### src/sv/mrfp_pkg.sv
// ----------------------------------------------------------------------------
// mrfp_pkg: shared types and constants of the meter reply frame parser
// Holds the frame byte codes, status codes, parser phases and the result
// record that the parser core hands to the top level.
// ----------------------------------------------------------------------------
package mrfp_pkg;

  // Frame byte codes
  localparam logic [7:0] StartByte   = 8'h68;
  localparam logic [7:0] OffsetByte  = 8'h33;
  localparam logic [7:0] CtrlReadOk  = 8'h91;
  localparam logic [7:0] CtrlReadErr = 8'hD1;
  localparam logic [7:0] CtrlWriteOk = 8'h94;
  localparam logic [7:0] CtrlWriteErr = 8'hD4;

  // Address and identifier lengths in bytes
  localparam logic [7:0] AddrBytes = 8'd6;
  localparam logic [7:0] IdBytes   = 8'd4;

  // Result kinds
  localparam logic KindPayload = 1'b0;
  localparam logic KindReport  = 1'b1;

  // Configuration register indexes
  localparam logic CfgMeterAddress   = 1'b0;
  localparam logic CfgDataIdentifier = 1'b1;

  // End-of-frame status codes
  typedef enum logic [2:0] {
    StReadOk       = 3'd0,
    StReadRefused  = 3'd1,
    StWriteOk      = 3'd2,
    StWriteRefused = 3'd3,
    StChecksumBad  = 3'd4,
    StIdMismatch   = 3'd5,
    StUnknownCtrl  = 3'd6
  } status_e;

  // Parser phases, one-hot
  typedef enum logic [7:0] {
    PhWait  = 8'b0000_0001,
    PhAddr  = 8'b0000_0010,
    PhHead2 = 8'b0000_0100,
    PhCtrl  = 8'b0000_1000,
    PhLen   = 8'b0001_0000,
    PhData  = 8'b0010_0000,
    PhCsum  = 8'b0100_0000,
    PhEnd   = 8'b1000_0000
  } phase_e;

  // One result of a parser step
  typedef struct packed {
    logic       valid;
    logic       kind;
    logic [7:0] payload_byte;
    logic [2:0] status;
    logic       is_write;
    logic       success;
    logic       address_match;
    logic [7:0] control_code;
    logic [7:0] error_code;
  } result_t;

endpackage

### src/sv/meter_reply_frame_parser.sv
// ----------------------------------------------------------------------------
// meter_reply_frame_parser: byte-serial parser for meter reply frames
// Strips wake-up bytes, checks address, checksum and data identifier, and
// emits value bytes of a read reply followed by one end-of-frame report.
// ----------------------------------------------------------------------------
// Usage:
//   Input channel (in_valid_i, in_stall_o, in_byte_i) takes one received
//   byte per request. Output channel (out_valid_o, out_stall_i and the field
//   ports) carries value bytes (kind_o = 0) and one report per frame
//   (kind_o = 1) on the end byte. Bytes that cause no result are consumed
//   silently.
//   Configuration channel (cfg_valid_i, cfg_ready_o, cfg_index_i,
//   cfg_data_i) writes the meter address (index 0, 48 bits) or the data
//   identifier (index 1, low 32 bits); it is always ready. The user must
//   write it only while the parser is idle; the block does not enforce this.
//   An accepted byte reaches the output through the input register and
//   then the parse step into the result register. Throughput is one byte
//   per cycle while the receiver does not stall, set by the single parse
//   step between those two registers.
//   Reset clears both registers, returns the parser to waiting for a start
//   byte and sets both configuration registers to zero.
//   While the receiver stalls a waiting result, the input register holds
//   one further byte and then stalls the sender.
// ----------------------------------------------------------------------------
module meter_reply_frame_parser (
  input  logic        clk_i,
  input  logic        rst_ni,
  // byte input
  input  logic        in_valid_i,
  output logic        in_stall_o,
  input  logic [7:0]  in_byte_i,
  // result output
  output logic        out_valid_o,
  input  logic        out_stall_i,
  output logic        kind_o,
  output logic [7:0]  payload_byte_o,
  output logic [2:0]  status_o,
  output logic        is_write_o,
  output logic        success_o,
  output logic        address_match_o,
  output logic [7:0]  control_code_o,
  output logic [7:0]  error_code_o,
  // configuration write
  input  logic        cfg_valid_i,
  output logic        cfg_ready_o,
  input  logic        cfg_index_i,
  input  logic [47:0] cfg_data_i
);

  logic [47:0] meter_address_q;
  logic [31:0] data_identifier_q;

  logic       in_valid_q;
  logic [7:0] in_byte_q;

  logic              out_valid_q;
  mrfp_pkg::result_t out_q;
  mrfp_pkg::result_t res;

  logic out_free;
  logic step;

  // Result slot frees when empty or when its request is taken
  assign out_free   = !out_valid_q || !out_stall_i;
  assign step       = in_valid_q && out_free;
  assign in_stall_o = in_valid_q && !out_free;
  assign cfg_ready_o = 1'b1;

  // Write configuration registers
  always_ff @(posedge clk_i or negedge rst_ni) begin
    if (!rst_ni) begin
      meter_address_q   <= '0;
      data_identifier_q <= '0;
    end else if (cfg_valid_i && cfg_ready_o) begin
      unique case (cfg_index_i)
        mrfp_pkg::CfgMeterAddress:   meter_address_q   <= cfg_data_i;
        mrfp_pkg::CfgDataIdentifier: data_identifier_q <= cfg_data_i[31:0];
        default: ;
      endcase
    end
  end

  // Input register: take a byte whenever not stalling
  always_ff @(posedge clk_i or negedge rst_ni) begin
    if (!rst_ni) begin
      in_valid_q <= 1'b0;
    end else if (!in_stall_o) begin
      in_valid_q <= in_valid_i;
    end
  end

  always_ff @(posedge clk_i) begin
    if (!in_stall_o && in_valid_i) begin
      in_byte_q <= in_byte_i;
    end
  end

  mrfp_core u_core (
    .clk_i             (clk_i),
    .rst_ni            (rst_ni),
    .step_i            (step),
    .byte_i            (in_byte_q),
    .meter_address_i   (meter_address_q),
    .data_identifier_i (data_identifier_q),
    .res_o             (res)
  );

  // Result register: load on a step, drop once taken
  always_ff @(posedge clk_i or negedge rst_ni) begin
    if (!rst_ni) begin
      out_valid_q <= 1'b0;
    end else if (out_free) begin
      out_valid_q <= step && res.valid;
    end
  end

  always_ff @(posedge clk_i) begin
    if (step && res.valid) begin
      out_q <= res;
    end
  end

  assign out_valid_o     = out_valid_q;
  assign kind_o          = out_q.kind;
  assign payload_byte_o  = out_q.payload_byte;
  assign status_o        = out_q.status;
  assign is_write_o      = out_q.is_write;
  assign success_o       = out_q.success;
  assign address_match_o = out_q.address_match;
  assign control_code_o  = out_q.control_code;
  assign error_code_o    = out_q.error_code;

  // Sender is stalled only behind a held result
  assert property (@(posedge clk_i) disable iff (!rst_ni)
    in_stall_o |-> (out_valid_q && out_stall_i && in_valid_q))
    else $error("meter_reply_frame_parser: stall without a held result");

  // A stalled result survives to the next cycle
  assert property (@(posedge clk_i) disable iff (!rst_ni)
    (out_valid_q && out_stall_i) |=> out_valid_q)
    else $error("meter_reply_frame_parser: stalled result lost");

  // Success flag agrees with the reported status
  assert property (@(posedge clk_i) disable iff (!rst_ni)
    (out_valid_q && (out_q.kind == mrfp_pkg::KindReport)) |->
    (out_q.success == ((out_q.status == mrfp_pkg::StReadOk) ||
                       (out_q.status == mrfp_pkg::StWriteOk))))
    else $error("meter_reply_frame_parser: success flag disagrees with status");

  // A write reply reports a write status or a bad checksum
  assert property (@(posedge clk_i) disable iff (!rst_ni)
    (out_valid_q && (out_q.kind == mrfp_pkg::KindReport) && out_q.is_write) |->
    ((out_q.status == mrfp_pkg::StWriteOk) ||
     (out_q.status == mrfp_pkg::StWriteRefused) ||
     (out_q.status == mrfp_pkg::StChecksumBad)))
    else $error("meter_reply_frame_parser: write reply with read status");

endmodule

### src/sv/mrfp_core.sv
// ----------------------------------------------------------------------------
// mrfp_core: frame parser state and per-byte step logic
// Holds the parse phase, position counter, running sum and captured frame
// fields, and works out the result that the current byte causes.
// ----------------------------------------------------------------------------
module mrfp_core (
  input  logic                 clk_i,
  input  logic                 rst_ni,
  input  logic                 step_i,
  input  logic [7:0]           byte_i,
  input  logic [47:0]          meter_address_i,
  input  logic [31:0]          data_identifier_i,
  output mrfp_pkg::result_t    res_o
);

  mrfp_pkg::phase_e phase_q, phase_d;
  logic [7:0] pos_q, pos_d;
  logic [7:0] len_q, len_d;
  logic [7:0] sum_q, sum_d;
  logic [7:0] ctrl_q, ctrl_d;
  logic       addr_ok_q, addr_ok_d;
  logic       id_ok_q, id_ok_d;
  logic [7:0] first_q, first_d;

  logic [7:0] pos_inc;
  logic [7:0] addr_byte;
  logic [7:0] id_byte;
  logic [7:0] value;
  logic [2:0] status;

  assign pos_inc   = pos_q + 8'd1;
  assign addr_byte = 8'(meter_address_i >> {pos_q[2:0], 3'b000});
  assign id_byte   = 8'(data_identifier_i >> {pos_q[1:0], 3'b000});
  assign value     = byte_i - mrfp_pkg::OffsetByte;

  // Decode the end-of-frame status from sum and control byte
  always_comb begin
    if (sum_q != 8'd0) begin
      status = mrfp_pkg::StChecksumBad;
    end else begin
      unique case (ctrl_q)
        mrfp_pkg::CtrlReadOk: begin
          status = (id_ok_q && (len_q >= mrfp_pkg::IdBytes)) ?
                   mrfp_pkg::StReadOk : mrfp_pkg::StIdMismatch;
        end
        mrfp_pkg::CtrlReadErr:  status = mrfp_pkg::StReadRefused;
        mrfp_pkg::CtrlWriteOk:  status = mrfp_pkg::StWriteOk;
        mrfp_pkg::CtrlWriteErr: status = mrfp_pkg::StWriteRefused;
        default:                status = mrfp_pkg::StUnknownCtrl;
      endcase
    end
  end

  // Advance the parser by one byte
  always_comb begin
    phase_d   = phase_q;
    pos_d     = pos_q;
    len_d     = len_q;
    sum_d     = sum_q;
    ctrl_d    = ctrl_q;
    addr_ok_d = addr_ok_q;
    id_ok_d   = id_ok_q;
    first_d   = first_q;
    res_o     = '0;

    unique case (phase_q)
      mrfp_pkg::PhWait: begin
        if (byte_i == mrfp_pkg::StartByte) begin
          sum_d     = mrfp_pkg::StartByte;
          pos_d     = 8'd0;
          len_d     = 8'd0;
          ctrl_d    = 8'd0;
          addr_ok_d = 1'b1;
          id_ok_d   = 1'b1;
          first_d   = 8'd0;
          phase_d   = mrfp_pkg::PhAddr;
        end
      end
      mrfp_pkg::PhAddr: begin
        sum_d = sum_q + byte_i;
        if (byte_i != addr_byte) begin
          addr_ok_d = 1'b0;
        end
        pos_d = pos_inc;
        if (pos_inc >= mrfp_pkg::AddrBytes) begin
          phase_d = mrfp_pkg::PhHead2;
        end
      end
      mrfp_pkg::PhHead2: begin
        if (byte_i == mrfp_pkg::StartByte) begin
          sum_d   = sum_q + byte_i;
          phase_d = mrfp_pkg::PhCtrl;
        end else begin
          phase_d = mrfp_pkg::PhWait;
        end
      end
      mrfp_pkg::PhCtrl: begin
        ctrl_d  = byte_i;
        sum_d   = sum_q + byte_i;
        phase_d = mrfp_pkg::PhLen;
      end
      mrfp_pkg::PhLen: begin
        len_d   = byte_i;
        sum_d   = sum_q + byte_i;
        pos_d   = 8'd0;
        phase_d = (byte_i != 8'd0) ? mrfp_pkg::PhData : mrfp_pkg::PhCsum;
      end
      mrfp_pkg::PhData: begin
        sum_d = sum_q + byte_i;
        if (pos_q == 8'd0) begin
          first_d = byte_i;
        end
        if (ctrl_q == mrfp_pkg::CtrlReadOk) begin
          if (pos_q < mrfp_pkg::IdBytes) begin
            if (value != id_byte) begin
              id_ok_d = 1'b0;
            end
          end else if (id_ok_q) begin
            res_o.valid        = 1'b1;
            res_o.kind         = mrfp_pkg::KindPayload;
            res_o.payload_byte = value;
          end
        end
        pos_d = pos_inc;
        if (pos_inc == len_q) begin
          phase_d = mrfp_pkg::PhCsum;
        end
      end
      mrfp_pkg::PhCsum: begin
        sum_d   = sum_q ^ byte_i;
        phase_d = mrfp_pkg::PhEnd;
      end
      mrfp_pkg::PhEnd: begin
        res_o.valid         = 1'b1;
        res_o.kind          = mrfp_pkg::KindReport;
        res_o.status        = status;
        res_o.is_write      = (ctrl_q == mrfp_pkg::CtrlWriteOk) ||
                              (ctrl_q == mrfp_pkg::CtrlWriteErr);
        res_o.success       = (status == mrfp_pkg::StReadOk) ||
                              (status == mrfp_pkg::StWriteOk);
        res_o.address_match = addr_ok_q;
        res_o.control_code  = ctrl_q;
        res_o.error_code    = first_q;
        phase_d             = mrfp_pkg::PhWait;
      end
      default: begin
        phase_d = mrfp_pkg::PhWait;
      end
    endcase
  end

  // Hold parser state between bytes
  always_ff @(posedge clk_i or negedge rst_ni) begin
    if (!rst_ni) begin
      phase_q   <= mrfp_pkg::PhWait;
      pos_q     <= 8'd0;
      len_q     <= 8'd0;
      sum_q     <= 8'd0;
      ctrl_q    <= 8'd0;
      addr_ok_q <= 1'b1;
      id_ok_q   <= 1'b1;
      first_q   <= 8'd0;
    end else if (step_i) begin
      phase_q   <= phase_d;
      pos_q     <= pos_d;
      len_q     <= len_d;
      sum_q     <= sum_d;
      ctrl_q    <= ctrl_d;
      addr_ok_q <= addr_ok_d;
      id_ok_q   <= id_ok_d;
      first_q   <= first_d;
    end
  end

  // The frame phase is always a single phase
  assert property (@(posedge clk_i) disable iff (!rst_ni) $onehot(phase_q))
    else $error("mrfp_core: phase register lost its one-hot code");

  // Position never runs past the address field while collecting it
  assert property (@(posedge clk_i) disable iff (!rst_ni)
    (phase_q == mrfp_pkg::PhAddr) |-> (pos_q < mrfp_pkg::AddrBytes))
    else $error("mrfp_core: address position out of range");

  // A payload byte only comes from a read reply in its data field
  assert property (@(posedge clk_i) disable iff (!rst_ni)
    (res_o.valid && (res_o.kind == mrfp_pkg::KindPayload)) |->
    ((phase_q == mrfp_pkg::PhData) && (ctrl_q == mrfp_pkg::CtrlReadOk) && id_ok_q))
    else $error("mrfp_core: payload byte outside a read reply data field");

endmodule

### config.mk
export PLATFORM = sky130hd
export DESIGN_NAME = meter_reply_frame_parser
export DESIGN_NICKNAME = d
export VERILOG_FILES = /design/src/sv/mrfp_pkg.sv /design/src/sv/meter_reply_frame_parser.sv /design/src/sv/mrfp_core.sv
export SDC_FILE = /design/constraint.sdc
export NUM_CORES = 1
export LEC_CHECK = 0
export ABC_AREA = 0
export CAP_MARGIN = 20
export CORE_ASPECT_RATIO = 0.6
export CORE_MARGIN = 2
export CORE_UTILIZATION = 60
export CTS_BUF_LIST = sky130_fd_sc_hd__clkbuf_8
export CTS_CLUSTER_SIZE = 10
export DETAILED_ROUTE_END_ITERATION = 16
export DONT_BUFFER_PORTS = 1
export GPL_TIMING_DRIVEN = 1
export PLACE_DENSITY = 0.85
export SLEW_MARGIN = 20
export SYNTH_ARGS = -nofsm -noshare
export SYNTH_HDL_FRONTEND = slang
export SYNTH_SLANG_ARGS = --single-unit
### constraint.sdc
create_clock -name clk_i -period 4.99 [get_ports clk_i]
set_input_delay 1.497 -clock clk_i [delete_from_list [all_inputs] [get_ports clk_i]]
set_output_delay 1.497 -clock clk_i [all_outputs]
set_load 0.005 [all_outputs]
==> impl_metrics.ini <==
[grt]
first_global_vias = 5426
antenna_found_initial = 0
grt_max_degree = 133
grt.overflow.total = 0
grt_usage_pct = 26.2
grt_pass1_wl_um = 29100

[clock_tree]
post_cts_resized = 0
post_cts_buffers = 0
h-tree-depth = 4
cts_hold_buf = 0
cts_buffer_depth = 2
clk_pin_slew_worst_paths_ns = 0.10
ctsRootBufferMaster = clkbuf_8
cts_tree = done
insertion_delay_ns = 0.47
clock_sinks = 171
cts-buffers-inserted = 17

[finish]
antennaDiodeCount = 0
fin_area_um2 = 8870
drive_above_1_share_pct = 23.1
area_growth_pct = 6.36
layout_common_cells = dfrtp_1 (129), mux2_2 (85), nor2_1 (39), edfxtp_1 (39), nand2_1 (28)
fill_cells = 910
mostFrequentLayoutCell = dfrtp_1
layout.nets = 720

[floorplanning]
core_area_um2 = 13600
start_util_pct = 61.2
dieArea_um2 = 14900
num_rows = 33
die_width_um = 156
io_pins = 96
chipHeight_um = 95.3

[synthesis]
synth-simple-area-share_pct = 10.9
synth-compound-area-share_pct = 10.2
synthFlopType = dfrtp_1
yosysWarnings = 0
yosys.area_share.adder_pct = 2.04
syn_inst = 655
ys_seq_elements = 171
synth_xor_area_share_pct = 4.04
seq_area_frac_synth_pct = 53.7
synth_top_family_by_area = multiplexers
syn_area_per_cell_um2 = 12.7
synth_nets = 730
synthMuxAreaShare_pct = 16.8
synth_area_um2 = 8340
ys_async_sr_fraction_pct = 77.2
synth_edf_count = 39
synthDistinctLibCells = 70

[timing]
skew_ns = 0.0114
finalSetupViolCount = 0
slew_headroom_pct = 31.1
fin_crit_sh_pct = 67.6
setup-tns-final_ns = 0
fin_crit_ns = 3.37
drv_slew = 0
tightestPinTransition_ns = 1.03
hold_viol_final = 0
max_freq_ghz = 0.296
rsz0062_at_grt = no

[worst_hold_path]
hold_class = reg -> reg

[placed_design]
dpl_cell_area_um2 = 8450
port-buffer-count = 0
post-dp-hpwl_um = 13200
gp_congestion = 0.888

[worst_setup_path]
cp-end-kind = flip-flop
critPathMaxStageDelay_ns = 0.91
crit_type = reg -> reg
path_cells = nor4_2 -> nand4b_1 -> o221ai_1 -> a21boi_2 -> o21ai_0 -> o41ai_1
worstPathRequired_ns = 5.34
path_max_fanout = 13
critPathLaunchType = flip-flop
slowest_stage = o221ai_1
crit_arrival_ns = 3.72
crit_family = compound AO/OA/AOI/OAI gates
critPathBufInv = 0

[routing]
vias = 5553
via_per_inst = 6.67
routed_wirelength_um = 18600
ant_nets = 0
drt-pass1-iter-count = 7
drt_iter0_markers = 645
drc = 0
post_drt_wl_per_cell_um = 22.3

[pwr]
vdd_drop_max_v = 0.000185
powerDensity_nw_per_um2 = 424
leakagePower_nw = 3.53

[run]
drv_cap = 0

[status]
status = complete, no violations
## report_power, final
part           total [mW]  switching (mW)  internal [mW]
registers            1.77           0.174           1.60
clock network       0.970           0.589          0.381
logic                1.02           0.551          0.470
total                3.76            1.31           2.45
## cells in the mapped netlist (3+ instances only)
library cell,number,area [um2]
xor2_1,12,105
a211oi_1,3,22.5
buf_2,6,30.0
o21ai_1,5,25.0
and3_1,3,18.8
clkbuf_1,14,52.6
inv_1,12,45.0
buf_1,10,37.5
a21o_1,7,52.6
dfstp_2,3,78.8
o21ai_0,24,120
ha_1,12,150
mux2i_1,6,60.1
nand4_1,6,37.5
and2_1,20,125
nand4b_1,6,52.6
nor3b_1,3,22.5
a21oi_1,14,70.1
xnor2_1,21,184
mux2_2,85,957
mux4_2,16,360
nor2_1,39,146
and4b_1,4,40.0
a22o_1,25,219
nor4_1,5,31.3
nand2_1,28,105
nand3_1,10,50.1
o31ai_1,4,30.0
nand2b_1,6,37.5
o211ai_1,3,22.5
nor2b_1,4,25.0
a31oi_1,5,31.3
edfxtp_1,39,1170
a211o_1,3,26.3
nor3_1,15,75.1
and4_1,3,26.3
dfrtp_1,129,3230
o21a_1,3,22.5
a22oi_1,4,30.0
## metrics by stage
stage	std cells	hold WS, ns	worst slack, ns	util [%]	power, mW
global placement	801	0.482	1.80	62.0	2.73
finish	833	0.513	1.62	65.1	3.76
global route	833	0.527	1.44	65.1	3.94
detailed placement	801	0.493	1.75	62.0	2.79
CTS	833	0.516	1.69	65.1	3.76
floorplan	655	0.464	1.36	-	2.54
## per-layer routing
metal	wire (um)	share of wire (%)	global-route usage (%)
met5	0	0	0
met4	282	1.5	8.56
met3	1720	9.3	6.86
met2	8460	45	39.8
met1	8150	44	37.4
## layout make-up
| class | instances | area (um2) | area share, % |
|---|---|---|---|
| tap | 175 | 219 | 2.47 |
| multi-input combinational | 439 | 3680 | 41.5 |
| sequential | 171 | 4480 | 50.5 |
| clock inverter | 15 | 183 | 2.06 |
| timing repair buffer | 4 | 30.0 | 0.339 |
| inverter | 12 | 45.0 | 0.508 |
| clock buffer | 17 | 234 | 2.64 |
## kinds of logic after synthesis
logic type | after synthesis
AO/OA/AOI/OAI | 118
XOR/XNOR | 35
flip-flops | 171
other | 1
adder cells (fa/ha/maj) | 13
multiplexers | 109
buffers and inverters | 45
AND/OR/NAND/NOR | 163
## sequential cells by signal (all words and copies together) (netlist names)
signal and flops:
address_match_o 1, control_code_o 8, data_identifier_q 32, error_code_o 8
in_byte_q 8, in_valid_q 1, is_write_o 1, kind_o 1
meter_address_q 48, out_valid_o 1, payload_byte_o 8, status_o 3
success_o 1, u_core.addr_ok_q 1, u_core.ctrl_q 8, u_core.first_q 8
u_core.id_ok_q 1, u_core.len_q 8, u_core.phase_q 8, u_core.pos_q 8
u_core.sum_q 8
## path summary, 6_finish.rpt
path,slack [ns],startpoint,cells after the start,to
worst max-delay path,1.62,u_core.phase_q[7],6,u_core.pos_q[5]
worst min-delay path,0.51,meter_address_q[31],1,meter_address_q[31]
worst max register to register,1.62,u_core.phase_q[7],6,u_core.pos_q[5]
worst min register to register,0.51,meter_address_q[31],1,meter_address_q[31]
max in group asynchronous,4.01,rst_ni,0,u_core.addr_ok_q
min in group asynchronous,0.70,rst_ni,0,meter_address_q[10]
(Power assumes the default switching activity.)
